**src/rtl/ibm_pkg.sv**
```systemverilog
// Shared types and constants for the byte-level I2C master.
// Used by ibm_front, ibm_back and i2c_byte_master_top; depends on nothing.
package ibm_pkg;

  // Command opcodes, bits 9:8 of a command word.
  typedef enum logic [1:0] {
    OP_WRITE = 2'b00,
    OP_START = 2'b01,
    OP_STOP  = 2'b10,
    OP_READ  = 2'b11
  } ibm_op_e;

  localparam int unsigned CmdWidth  = 10;
  localparam int unsigned ByteWidth = 8;
  localparam int unsigned BitWidth  = 4;

  // Bits per command: data bits plus the acknowledge bit, or one bit time.
  localparam logic [BitWidth-1:0] BitsData    = 4'd9;
  localparam logic [BitWidth-1:0] BitsControl = 4'd1;
  localparam logic [BitWidth-1:0] DataBits    = 4'd8;

  // Classified input beat as it travels from the front to the back.
  typedef struct packed {
    logic                 is_cmd;
    ibm_op_e              op;
    logic [ByteWidth-1:0] data;
    logic                 nack;
    logic                 sda;
  } ibm_item_t;

  // One result beat.
  typedef struct packed {
    logic                 busy;
    logic                 nack_seen;
    logic [ByteWidth-1:0] read_byte;
    logic                 scl;
    logic                 sda;
  } ibm_result_t;

endpackage

```
**src/rtl/i2c_byte_master_top.sv**
```systemverilog
// Top level of the byte-level I2C master with queue-style ports.
// Instantiates ibm_front and ibm_back; depends on ibm_pkg.

// Each input beat is either one clock tick of the bus timebase (mode 0) or a
// command word (mode 1), and every accepted beat yields exactly one result
// beat holding the busy flag, the NACK flag, the last byte read and the
// open-drain SCL/SDA releases. The block sustains one beat per cycle while
// the result side keeps popping: a pushed beat is decoded into a two-entry
// queue, taken from there by the phase sequencer once the two-entry result
// queue has room, and its result is registered into that queue, whose head
// is shown on the result ports until it is popped. Full rises only when
// the result side stalls and both queues fill. A command that arrives while
// a command is running is dropped. The divider register may be written only
// while no beat is in flight.
module i2c_byte_master_top #(
  parameter int unsigned DivBits      = 8,
  parameter int unsigned PhasesPerBit = 12
) (
  input  logic                          clk_i,
  input  logic                          rst_ni,
  input  logic                          cfg_we_i,
  input  logic [DivBits-1:0]            cfg_wdata_i,
  input  logic                          push,
  output logic                          full,
  input  logic                          mode_i,
  input  logic [ibm_pkg::CmdWidth-1:0]  command_i,
  input  logic                          sda_in_i,
  output logic                          empty,
  input  logic                          pop,
  output logic                          busy_res_o,
  output logic                          nack_seen_o,
  output logic [ibm_pkg::ByteWidth-1:0] read_byte_o,
  output logic                          scl_release_o,
  output logic                          sda_release_o
);
  import ibm_pkg::*;

  logic        item_valid;
  logic        item_take;
  ibm_item_t   item;
  ibm_result_t result;

  // Decode and queue.
  ibm_front u_front (
    .clk_i        (clk_i),
    .rst_ni       (rst_ni),
    .push         (push),
    .full         (full),
    .mode_i       (mode_i),
    .command_i    (command_i),
    .sda_in_i     (sda_in_i),
    .item_valid_o (item_valid),
    .item_o       (item),
    .item_take_i  (item_take)
  );

  // Sequencer and result queue.
  ibm_back #(
    .DivBits      (DivBits),
    .PhasesPerBit (PhasesPerBit)
  ) u_back (
    .clk_i        (clk_i),
    .rst_ni       (rst_ni),
    .cfg_we_i     (cfg_we_i),
    .cfg_wdata_i  (cfg_wdata_i),
    .item_valid_i (item_valid),
    .item_i       (item),
    .item_take_o  (item_take),
    .empty        (empty),
    .pop          (pop),
    .result_o     (result)
  );

  assign busy_res_o    = result.busy;
  assign nack_seen_o   = result.nack_seen;
  assign read_byte_o   = result.read_byte;
  assign scl_release_o = result.scl;
  assign sda_release_o = result.sda;

`ifndef SYNTHESIS
  // The back end never takes a beat from an empty queue.
  assert property (@(posedge clk_i) disable iff (!rst_ni)
    item_take |-> item_valid)
    else $error("back end took a beat from an empty queue");

  // An accepted input beat is waiting in the queue on the next cycle.
  assert property (@(posedge clk_i) disable iff (!rst_ni)
    (push && !full) |=> item_valid)
    else $error("accepted beat missing from the queue");

  // SCL is only held low while a command is running.
  assert property (@(posedge clk_i) disable iff (!rst_ni)
    (!empty && !scl_release_o) |-> busy_res_o)
    else $error("SCL held low while idle");
`endif

endmodule

```
**src/rtl/ibm_front.sv**
```systemverilog
// Front end of the I2C master: accepts input beats, decodes them and holds
// them in a two-entry queue for the back end. Depends on ibm_pkg.
module ibm_front (
  input  logic                       clk_i,
  input  logic                       rst_ni,
  input  logic                       push,
  output logic                       full,
  input  logic                       mode_i,
  input  logic [ibm_pkg::CmdWidth-1:0] command_i,
  input  logic                       sda_in_i,
  output logic                       item_valid_o,
  output ibm_pkg::ibm_item_t         item_o,
  input  logic                       item_take_i
);
  import ibm_pkg::*;

  localparam int unsigned Depth = 2;

  ibm_item_t  queue_q [Depth];
  logic       wr_ptr_q, wr_ptr_d;
  logic       rd_ptr_q, rd_ptr_d;
  logic [1:0] count_q, count_d;
  logic       do_push;
  logic       do_pop;
  ibm_item_t  decoded;

  // Decode the beat: commands carry only the fields their opcode uses.
  always_comb begin
    decoded.is_cmd = mode_i;
    decoded.op     = ibm_op_e'(command_i[9:8]);
    decoded.data   = (decoded.op == OP_WRITE) ? command_i[7:0] : '0;
    decoded.nack   = (decoded.op == OP_READ) ? command_i[0] : 1'b0;
    decoded.sda    = sda_in_i;
  end

  assign full         = (count_q == 2'(Depth));
  assign do_push      = push && !full;
  assign do_pop       = item_take_i && (count_q != 2'd0);
  assign item_valid_o = (count_q != 2'd0);
  assign item_o       = queue_q[rd_ptr_q];

  // Queue pointers and fill level.
  always_comb begin
    wr_ptr_d = do_push ? ~wr_ptr_q : wr_ptr_q;
    rd_ptr_d = do_pop ? ~rd_ptr_q : rd_ptr_q;
    count_d  = count_q + 2'(do_push) - 2'(do_pop);
  end

  always_ff @(posedge clk_i or negedge rst_ni) begin
    if (!rst_ni) begin
      wr_ptr_q <= 1'b0;
      rd_ptr_q <= 1'b0;
      count_q  <= 2'd0;
    end else begin
      wr_ptr_q <= wr_ptr_d;
      rd_ptr_q <= rd_ptr_d;
      count_q  <= count_d;
    end
  end

  // Queue storage.
  always_ff @(posedge clk_i) begin
    if (do_push) begin
      queue_q[wr_ptr_q] <= decoded;
    end
  end

endmodule

```
**src/rtl/ibm_back.sv**
```systemverilog
// Back end of the I2C master: bit-phase sequencer driving SCL and SDA, plus
// a two-entry result queue. Depends on ibm_pkg.
module ibm_back #(
  parameter int unsigned DivBits     = 8,
  parameter int unsigned PhasesPerBit = 12
) (
  input  logic                       clk_i,
  input  logic                       rst_ni,
  input  logic                       cfg_we_i,
  input  logic [DivBits-1:0]         cfg_wdata_i,
  input  logic                       item_valid_i,
  input  ibm_pkg::ibm_item_t         item_i,
  output logic                       item_take_o,
  output logic                       empty,
  input  logic                       pop,
  output ibm_pkg::ibm_result_t       result_o
);
  import ibm_pkg::*;

  localparam int unsigned PhW   = $clog2(PhasesPerBit);
  localparam int unsigned Depth = 2;
  localparam logic [PhW-1:0] PhChange = PhW'(PhasesPerBit / 6);
  localparam logic [PhW-1:0] PhHigh   = PhW'(PhasesPerBit / 2);
  localparam logic [PhW-1:0] PhSample = PhW'(PhasesPerBit / 2 + PhasesPerBit / 4);
  localparam logic [PhW:0]   PhCount  = (PhW + 1)'(PhasesPerBit);
  localparam logic [DivBits-1:0] DivReset = DivBits'(42);

  // Sequencer state.
  logic [DivBits-1:0]   div_q;
  logic [DivBits-1:0]   tick_q, tick_d;
  logic [PhW-1:0]       phase_q, phase_d;
  logic [BitWidth-1:0]  bit_q, bit_d;
  logic [ByteWidth-1:0] shift_q, shift_d;
  ibm_op_e              op_q, op_d;
  logic                 busy_q, busy_d;
  logic                 nack_q, nack_d;
  logic                 snack_q, snack_d;
  logic [ByteWidth-1:0] rbyte_q, rbyte_d;
  logic                 scl_q, scl_d;
  logic                 sda_q, sda_d;

  // Working values.
  logic [PhW:0]         ph_inc;
  logic [BitWidth-1:0]  bit_inc;
  logic [BitWidth-1:0]  bit_limit;
  logic                 finished;
  logic                 enter;

  // Result queue.
  ibm_result_t rq_q [Depth];
  logic        rwr_ptr_q;
  logic        rrd_ptr_q;
  logic [1:0]  rcount_q;
  logic        rpop;
  ibm_result_t res_d;

  // SDA level set at the change phase of a bit.
  function automatic logic change_level(ibm_op_e op, logic [BitWidth-1:0] b,
                                        logic [ByteWidth-1:0] sb, logic sn);
    logic lvl;
    lvl = 1'b0;
    unique case (op)
      OP_WRITE: lvl = (b < DataBits) ? sb[3'd7 - b[2:0]] : 1'b1;
      OP_READ:  lvl = (b < DataBits) ? 1'b1 : sn;
      OP_START: lvl = 1'b1;
      OP_STOP:  lvl = 1'b0;
      default:  lvl = 1'b0;
    endcase
    return lvl;
  endfunction

  assign item_take_o = item_valid_i && (rcount_q != 2'(Depth));
  assign bit_limit   = ((op_q == OP_WRITE) || (op_q == OP_READ)) ? BitsData : BitsControl;

  // Phase sequencer: one beat is a tick or a command.
  always_comb begin
    tick_d   = tick_q;
    phase_d  = phase_q;
    bit_d    = bit_q;
    shift_d  = shift_q;
    op_d     = op_q;
    busy_d   = busy_q;
    nack_d   = nack_q;
    snack_d  = snack_q;
    rbyte_d  = rbyte_q;
    scl_d    = scl_q;
    sda_d    = sda_q;
    ph_inc   = {1'b0, phase_q} + 1'b1;
    bit_inc  = bit_q + 1'b1;
    finished = 1'b0;
    enter    = 1'b0;
    if (item_take_o) begin
      if (item_i.is_cmd) begin
        // A command starts only when the sequencer is idle.
        if (!busy_q) begin
          op_d    = item_i.op;
          shift_d = item_i.data;
          snack_d = item_i.nack;
          tick_d  = '0;
          phase_d = '0;
          bit_d   = '0;
          busy_d  = 1'b1;
          scl_d   = 1'b0;
          if (PhChange == '0) begin
            sda_d = change_level(item_i.op, '0, item_i.data, item_i.nack);
          end
        end
      end else if (busy_q) begin
        if (({1'b0, tick_q} + 1'b1) < {1'b0, div_q}) begin
          tick_d = tick_q + 1'b1;
        end else begin
          tick_d = '0;
          if (ph_inc >= PhCount) begin
            phase_d = '0;
            if (bit_inc >= bit_limit) begin
              bit_d    = '0;
              busy_d   = 1'b0;
              finished = 1'b1;
              if (op_q == OP_READ) begin
                rbyte_d = shift_q;
              end
            end else begin
              bit_d = bit_inc;
            end
          end else begin
            phase_d = ph_inc[PhW-1:0];
          end
          enter = !finished;
        end
      end
    end

    // Actions on entering a new phase.
    if (enter) begin
      if (phase_d == '0) begin
        scl_d = 1'b0;
      end
      if (phase_d == PhChange) begin
        sda_d = change_level(op_q, bit_d, shift_q, snack_q);
      end
      if (phase_d == PhHigh) begin
        scl_d = 1'b1;
      end
      if (phase_d == PhSample) begin
        unique case (op_q)
          OP_WRITE: begin
            if (bit_d >= DataBits) begin
              nack_d = item_i.sda;
            end
          end
          OP_READ: begin
            if (bit_d < DataBits) begin
              shift_d = {shift_q[6:0], item_i.sda};
            end
          end
          OP_START: sda_d = 1'b0;
          default:  sda_d = 1'b1;
        endcase
      end
    end
  end

  always_ff @(posedge clk_i or negedge rst_ni) begin
    if (!rst_ni) begin
      div_q   <= DivReset;
      tick_q  <= '0;
      phase_q <= '0;
      bit_q   <= '0;
      shift_q <= '0;
      op_q    <= OP_WRITE;
      busy_q  <= 1'b0;
      nack_q  <= 1'b0;
      snack_q <= 1'b0;
      rbyte_q <= '0;
      scl_q   <= 1'b1;
      sda_q   <= 1'b1;
    end else begin
      if (cfg_we_i) begin
        div_q <= cfg_wdata_i;
      end
      tick_q  <= tick_d;
      phase_q <= phase_d;
      bit_q   <= bit_d;
      shift_q <= shift_d;
      op_q    <= op_d;
      busy_q  <= busy_d;
      nack_q  <= nack_d;
      snack_q <= snack_d;
      rbyte_q <= rbyte_d;
      scl_q   <= scl_d;
      sda_q   <= sda_d;
    end
  end

  // Every taken beat yields one result beat with the updated state.
  always_comb begin
    res_d.busy      = busy_d;
    res_d.nack_seen = nack_d;
    res_d.read_byte = rbyte_d;
    res_d.scl       = scl_d;
    res_d.sda       = sda_d;
  end

  assign empty    = (rcount_q == 2'd0);
  assign rpop     = pop && !empty;
  assign result_o = rq_q[rrd_ptr_q];

  always_ff @(posedge clk_i or negedge rst_ni) begin
    if (!rst_ni) begin
      rwr_ptr_q <= 1'b0;
      rrd_ptr_q <= 1'b0;
      rcount_q  <= 2'd0;
    end else begin
      if (item_take_o) begin
        rwr_ptr_q <= ~rwr_ptr_q;
      end
      if (rpop) begin
        rrd_ptr_q <= ~rrd_ptr_q;
      end
      rcount_q <= rcount_q + 2'(item_take_o) - 2'(rpop);
    end
  end

  always_ff @(posedge clk_i) begin
    if (item_take_o) begin
      rq_q[rwr_ptr_q] <= res_d;
    end
  end

endmodule

```
**config.mk**
```make
export PLATFORM = sky130hd
export DESIGN_NAME = i2c_byte_master_top
export DESIGN_NICKNAME = d
export VERILOG_FILES = /design/src/rtl/ibm_pkg.sv /design/src/rtl/i2c_byte_master_top.sv /design/src/rtl/ibm_front.sv /design/src/rtl/ibm_back.sv
export SDC_FILE = /design/constraint.sdc
export NUM_CORES = 1
export LEC_CHECK = 0
export ABC_AREA = 1
export BUFFER_PORTS_ARGS = -buffer_cell sky130_fd_sc_hd__buf_4
export CAP_MARGIN = 40
export CORE_AREA = 2 2 128 130
export CTS_BUF_LIST = sky130_fd_sc_hd__clkbuf_8 sky130_fd_sc_hd__clkbuf_16
export DETAILED_ROUTE_END_ITERATION = 10
export DIE_AREA = 0 0 130 132
export SLEW_MARGIN = 20
export SYNTH_ARGS = -nofsm -noshare
export SYNTH_HDL_FRONTEND = slang
export SYNTH_SLANG_ARGS = --single-unit
```
**constraint.sdc**
```tcl
create_clock -name clk_i -period 9.6 [get_ports clk_i]
set_input_delay 0.48 -clock clk_i [delete_from_list [all_inputs] [get_ports clk_i]]
set_output_delay 0.48 -clock clk_i [all_outputs]
set_load 0.005 [all_outputs]
```
After elaboration in Yosys (flattened, before gate mapping). Memories as Yosys holds them, arrays and structs flattened. Index checks and enable logic that the tools add are counted.

Register bits: 55. Bits in writable memories: 50. Memories: 2. Output and inout bits: 14. Logic and storage cells: 140. Bits of input ports: 25.

Memories: u_front.queue_q (words 2, bits a word 13, read ports 1, clocked after memory_dff 0, write ports 1, line ibm_front.sv:19) `ibm_item_t queue_q [Depth];`; u_back.rq_q (words 2, bits a word 12, read ports 1, clocked after memory_dff 0, write ports 1, line ibm_back.sv:50) `ibm_result_t rq_q [Depth];`.

Reduce and logical (&&, ||, !) cells: 17. Order comparisons: 6. $add $sub $neg: 9. Bitwise operators: 5. Multiplexer cells: 73. Eq/ne operators: 10.

Operator list (count): $mux W8 (19); $mux W4 (14); $mux W1 (37); $add A8 B1 Y9 const B (1); $lt A9 B8 Y1 (1); $add A8 B1 Y8 const B (1); $eq A2 B2 Y1 const B (4); $logic_not A2 Y1 (3); $reduce_and A3 Y1 (2); $add A4 B1 Y5 const B (1); $ge A5 B4 Y1 const B (1); $not A1 Y1 (5); $add A2 B1 Y2 (2); $add A4 B1 Y4 const B (1); $eq A4 B2 Y1 const B (1); $eq A4 B3 Y1 const B (1); $eq A4 B4 Y1 const B (1); $ge A4 B4 Y1 (1); $ge A4 B4 Y1 const B (1); $logic_and A1 B1 Y1 (4); $logic_not A4 Y1 (1); $lt A3 B4 Y1 const B (1); $lt A4 B4 Y1 const B (1); $ne A2 B2 Y1 const B (2); 10 further kinds (14).

Depth between registers and ports, before layout.
Depth after elaboration: 19. Mapped depth: 28. Gate-level depth less buffers: 28.

By module. Synthesis repeated with hierarchy kept, for this count alone.

Cell total of the unflattened synthesis: 561. Area total of the unflattened synthesis: 5296.3 µm².

By module, submodules not included: ibm_back (sequential area each 2003.2 µm², times used 1, cells each 441, area each 4043.9 µm²); ibm_front (sequential area each 880.8 µm², times used 1, cells each 120, area each 1252.5 µm²).

Worst setup path before layout. OpenSTA, ideal clock, no wires.

Path type: reg2reg. From: reg u_back.tick_q[2]. To: reg u_back.shift_q[5]. Setup slack: 6587 ps. Cell stages (with the launch flop): 23. Period minus slack after synthesis: 3013 ps. Path buffers: 1. Arrival time: 2891 ps. Library setup time: 122 ps. Data required time: 9478 ps. Cell sequence: dfrtp_1 -> inv_1 -> nor3_1 -> nand3_1 -> nor2_1 -> nand2_1 -> xor2_1 -> inv_1 -> ha_1 -> nand3_1 -> nor2_1 -> nor2_1 -> nand2_1 -> nand2_2 -> nor2_1 -> o22ai_1 -> nand2_1 -> o21ai_2 -> nor3_1 -> nand2_4 -> buf_6 -> o211ai_2 -> o21ai_2.

Word-level cells in the longest chain between the ends: 11. Elaborated cells on any way between the ends: 20. Those cells by class: add/sub: 1; order compare: 2; eq/ne: 1; mux: 16.

RTL lines: start: declaration (line ibm_back.sv:30) `logic [DivBits-1:0] tick_q, tick_d;`; start signal: assignment (line ibm_back.sv:181) `tick_q <= tick_d;`; $add A8 B1 Y9 (line ibm_back.sv:109) `if (({1'b0, tick_q} + 1'b1) < {1'b0, div_q}) begin`; $lt A9 B8 Y1 (line ibm_back.sv:109); $mux W4 (line ibm_back.sv:109); $mux W4 (line ibm_back.sv:108) `end else if (busy_q) begin`; $mux W4 (line ibm_back.sv:93) `if (item_i.is_cmd) begin`; $mux W4 (line ibm_back.sv:92) `if (item_take_o) begin`; net u_back.bit_d[3] (line ibm_back.sv:32) `logic [BitWidth-1:0] bit_q, bit_d;`; $lt A4 B4 Y1 (line ibm_back.sv:152) `if (bit_d < DataBits) begin`; $mux W8 (line ibm_back.sv:152); $mux W8 (line ibm_back.sv:145) `unique case (op_q)`; $mux W8 (line ibm_back.sv:144) `if (phase_d == PhSample) begin`; $mux W8 (line ibm_back.sv:134) `if (enter) begin`; net u_back.shift_d[5] (line ibm_back.sv:33) `logic [ByteWidth-1:0] shift_q, shift_d;`; end signal: assignment (line ibm_back.sv:184) `shift_q <= shift_d;`; end: declaration (line ibm_back.sv:33).

The timed path passes the listed nets, and every way through them passes these cells. A chain may end at the register's enable or synchronous reset.

Final worst setup path.
From: reg u_back.tick_q[2]. To: mem u_back.rq_q[0][7] in the netlist's numbering, data pin.

Word-level cells in the longest chain between the ends: 6.

RTL lines: $add A8 B1 Y9 (line ibm_back.sv:109); $lt A9 B8 Y1 (line ibm_back.sv:109); $mux W8 (line ibm_back.sv:109); $mux W8 (line ibm_back.sv:108); $mux W8 (line ibm_back.sv:93); $mux W8 (line ibm_back.sv:92); net u_back.rbyte_d[5] (line ibm_back.sv:38) `logic [ByteWidth-1:0] rbyte_q, rbyte_d;`; end: declaration (line ibm_back.sv:50).

The timed path passes the listed nets, and every way through them passes these cells.

==> flow_results.org <==
** Cells and area
- Most frequent cells in the layout :: sky130_fd_sc_hd__nand2_1, sky130_fd_sc_hd__inv_1, sky130_fd_sc_hd__nor2_1, sky130_fd_sc_hd__dfrtp_1, sky130_fd_sc_hd__edfxtp_1
- The final layout contains 626 nets.
- Most common cell after layout, fill and taps aside :: sky130_fd_sc_hd__nand2_1
- Number of filler cells placed in the layout :: 1560
- Of the cells placed in the final design, the portion with a size suffix greater than 1 is 0.171.
- The area growth from synthesis to layout is 17.0%.
- Diodes inserted :: 0

** CTS
- Number of hold buffers added after CTS :: 0
- CTS Root Cell :: sky130_fd_sc_hd__clkbuf_16
- The H-tree generated during clock tree synthesis spans 3 levels.
- After clock tree synthesis, the clock-pin slew on the worst setup and hold paths is 0.08 ns.
- Clock latency reported for the late side of the worst-skew pair :: 0.35 ns
- After clock tree synthesis, the repair step resized 0 gates.
- TritonCTS built the clock tree.
- Clock tree synthesis found a total of 105 sinks.
- Num CTS Buffers :: 9
- Post-CTS setup repair buffer count :: 0
- Maximum buffer depth of the clock tree :: 2

** STA
- Setup violations remaining at the end of the flow were counted as 0.
- On the final layout, the worst hold slack is 0.178 ns.
- Setup TNS :: 0 ns
- The worst path needs 3.68 ns of the cycle, external delays included.
- For the pin with the worst max-slew slack, the measured transition is 0.711 ns.
- Clock skew on the completed layout was measured at 0.00785 ns.
- The final number of hold-violating endpoints is 0.
- Unrepaired setup endpoints after global routing :: no
- Of the available clock period, the critical path in the final layout requires 0.383.
- Timing would allow up to 272 MHz.
- Worst slew margin relative to its limit :: 0.524
- The final number of max-transition violations was 0.

** Power and ir drop
- Worst-case vdd ir drop :: 0.110 mV
- Switching component of the power :: 0.000625 W
- Logic gate share of total power :: 0.364
- Cell-internal power :: 0.00103 W
- Leakage power of the design :: 2.79 nW
- Fraction of power consumed by the clock network :: 0.221
- The share of total power dissipated in sequential elements is 0.415.
- Pwr per Cell Area :: 277 mW/mm²
- Switching power as a share of total power :: 0.377

** GRT
- First-pass GRT wire length :: 17100 µm
- Across every metal layer, demand over resource in global routing totals 0.126.
- Overall overflow remaining after global route :: 0
- Number of global-route vias before repair :: 3570
- Pin count of the biggest net entering global routing :: 56
- The initial antenna violation count is 0.

** Route
- Once detail routing completed, the nets flagged for antenna violations numbered 0.
- After the first detailed-routing iteration, the DRC count stood at 243.
- After detailed routing, the number of vias per cell comes to 4.43.
- Routed wire length per instance :: 12.5 µm
- The first detailed-routing pass ran for 4 iterations.
- For this block, the via count after detailed routing is 3540.
- Residual DRC count :: 0
- Aggregate routed wire length :: 10000 µm

** Synth
- After synthesis, the share of flip-flops with an asynchronous set or reset is 0.524.
- After synthesis the netlist holds a flip-flop and latch count of 105.
- Fraction of the yosys area taken by sequential cells :: 0.564
- Counting every net in the synthesized netlist gives 580.
- Synthesized area divided by synthesized cell count :: 9.60 µm²
- Instance count of the mapped netlist :: 533
- Share of the synthesized area in the top cell type :: 0.293
- By area the synthesized netlist is led by sky130_fd_sc_hd__edfxtp_1, sky130_fd_sc_hd__dfrtp_1, sky130_fd_sc_hd__nand2_1.
- The biggest area contributor in the post-synthesis netlist is sky130_fd_sc_hd__edfxtp_1.
- In this run, synthesis inferred 50 flip-flops with an integrated enable.
- Synth cell types :: 41
- Main synth FF type :: sky130_fd_sc_hd__edfxtp_1
- Yosys warning total :: 0
- Syn Std Cell Area :: 0.00512 mm²

** Placement
- Detailed placement finished with a half-perimeter wire length of 7410 µm.
- Port-buffer cells :: 38
- At the end of routability-driven placement, the weighted congestion stood at 0.869.

** Setup path
- FF-to-FF setup slack :: 5.92 ns
- R2r endpoint :: u_back.rq_q[0][7]$_DFFE_PP_
- Maximum net fanout on the critical path :: 16
- Type of element capturing the critical path :: flop
- For the worst setup path, the data arrival time is 3.79 ns.
- The worst setup path is of the reg2reg kind.
- Critical path endpoint :: u_back.rq_q[0][7]$_DFFE_PP_
- Element type at the critical path start :: flop
- Reg2Reg Depth :: 16
- Data on the critical path is required at its endpoint by 9.71 ns.
- The critical path starts at u_back.tick_q[2]$_DFFE_PN0P_.
- Critical register-to-register path startpoint :: u_back.tick_q[2]$_DFFE_PN0P_

** Run status
- Run status :: finished clean

** Floorplanning
- 39 I/O pins were placed.
- Std-Cell Rows :: 46
- Die Span X :: 130 µm
- Area enclosed by the die boundary :: 0.0172 mm²
- The region available for standard cell placement spans 0.0157 mm².
- The die is 132 µm tall.
- The initial utilization of the core area, before any placement, comes to 0.326.

** Hold path
- The worst hold path belongs to the class in2async.

** Job
- Across the run, the number of max-cap violations was 0.
-- routing by layer --
metal	GRT usage	vias up	wire, µm
li1	-	1836	-
met1	0.173	1613	5020
met2	0.189	76	4360
met3	0.0288	15	412
met4	0.0556	0	216
met5	0	-	0
-- cell families (layout without fill, tap and decap cells) --
kind of cell,Yosys count,count (layout),share of synthesized area
AND/OR/NAND/NOR,209,209,0.176
multiplexers,2,2,0.00416
adder cells (fa/ha/maj),22,22,0.0538
AO/OA/AOI/OAI,84,84,0.103
flip-flops,105,105,0.564
XOR/XNOR,16,16,0.0274
buffers and inverters,95,146,0.0717
-- registers in the layout, summed over array words and instances, names as in the netlist, 2 cells and up --
signal and cells:
u_back.phase_q 4, u_back.bit_q 4, u_front.count_q 2, u_back.rbyte_q 8, u_back.shift_q 8, u_back.tick_q 8, u_back.rq_q 24, u_back.op_q 2
u_back.div_q 8, u_back.rcount_q 2, u_front.queue_q 26
-- how the worst min path moves through the flow --
| stage | to | slack (ns) | depth (start not counted) |
|---|---|---|---|
| after global routing | u_back.div_q[2]$_DFFE_PN0P_ | 0.23 | 1 |
| after CTS | u_back.phase_q[1]$_DFF_PN0_ | 0.20 | 1 |
| after detailed placement | u_back.div_q[1]$_DFFE_PN1P_ | 0.49 | 2 |
| final | u_back.div_q[2]$_DFFE_PN0P_ | 0.18 | 1 |
| after floorplan | u_back.bit_q[0]$_DFF_PN0_ | 0.18 | 0 |
| after global placement | u_back.div_q[5]$_DFFE_PN1P_ | 0.48 | 2 |
-- power by group through the flow --
| stage | registers, W | logic, W | clock network [W] |
|---|---|---|---|
| after floorplan | 0.000669 | 0.000418 | 0 |
| after global placement | 0.000697 | 0.000568 | 0 |
| after detailed placement | 0.000699 | 0.000608 | 0 |
| after CTS | 0.000689 | 0.000611 | 0.000380 |
| after global routing | 0.000704 | 0.000691 | 0.000397 |
| final | 0.000688 | 0.000602 | 0.000366 |
-- synthesized netlist by cell type, drive strengths merged, types with 2 or more instances --
library cell  instances
dfrtp                50
nor2                 56
clkbuf                8
dfstp                 5
nand3                27
inv                  85
xnor2                 3
o21ai                57
nand3b                3
o31ai                 2
nor3                  5
o211ai               12
a21o                  3
a21oi                 4
xor2                 13
ha                   22
or2                   4
edfxtp               50
nand2               112
o22ai                 6
-- per-stage QoR --
| step | instance area (µm²) | cells | utilization | total power (W) | worst slack, ns |
|---|---|---|---|---|---|
| global route | 5980 | 800 | 0.381 | 0.00179 | 5.47 |
| detailed placement | 5680 | 784 | 0.361 | 0.00131 | 5.96 |
| floorplan | 5120 | 533 | - | 0.00109 | 6.59 |
| global placement | 5630 | 778 | 0.358 | 0.00126 | 6.01 |
| CTS | 5980 | 800 | 0.381 | 0.00168 | 5.92 |
| finish | 5980 | 800 | 0.381 | 0.00166 | 5.92 |
-- worst max-delay path: stages (launching register included) --
cell and delay [ns]:
sky130_fd_sc_hd__dfrtp_1 0.39, sky130_fd_sc_hd__inv_1 0.06, sky130_fd_sc_hd__nor3_1 0.32, sky130_fd_sc_hd__nand3_1 0.17, sky130_fd_sc_hd__nor2_1 0.13, sky130_fd_sc_hd__nand2_1 0.07
sky130_fd_sc_hd__xor2_1 0.17, sky130_fd_sc_hd__inv_1 0.07, sky130_fd_sc_hd__ha_1 0.29, sky130_fd_sc_hd__nand3_1 0.10, sky130_fd_sc_hd__nor2_1 0.10, sky130_fd_sc_hd__nor2_1 0.04
sky130_fd_sc_hd__nand2_1 0.20, sky130_fd_sc_hd__nand2_2 0.13, sky130_fd_sc_hd__inv_1 0.12, sky130_fd_sc_hd__nand4_1 0.48, sky130_fd_sc_hd__o21ai_0 0.59
-- cell type report --
type                            instances  area, µm²  share of cell area
Sequential cell                       105       2880               0.482
Multi-Input combinational cell        333       1870               0.312
Timing Repair Buffer                   44        334              0.0558
Inverter                               86        325              0.0544
Tap cell                              216        270              0.0452
Clock buffer                            9        225              0.0376
Clock inverter                          7       80.1              0.0134
Power figures use the tool's default switching activity.
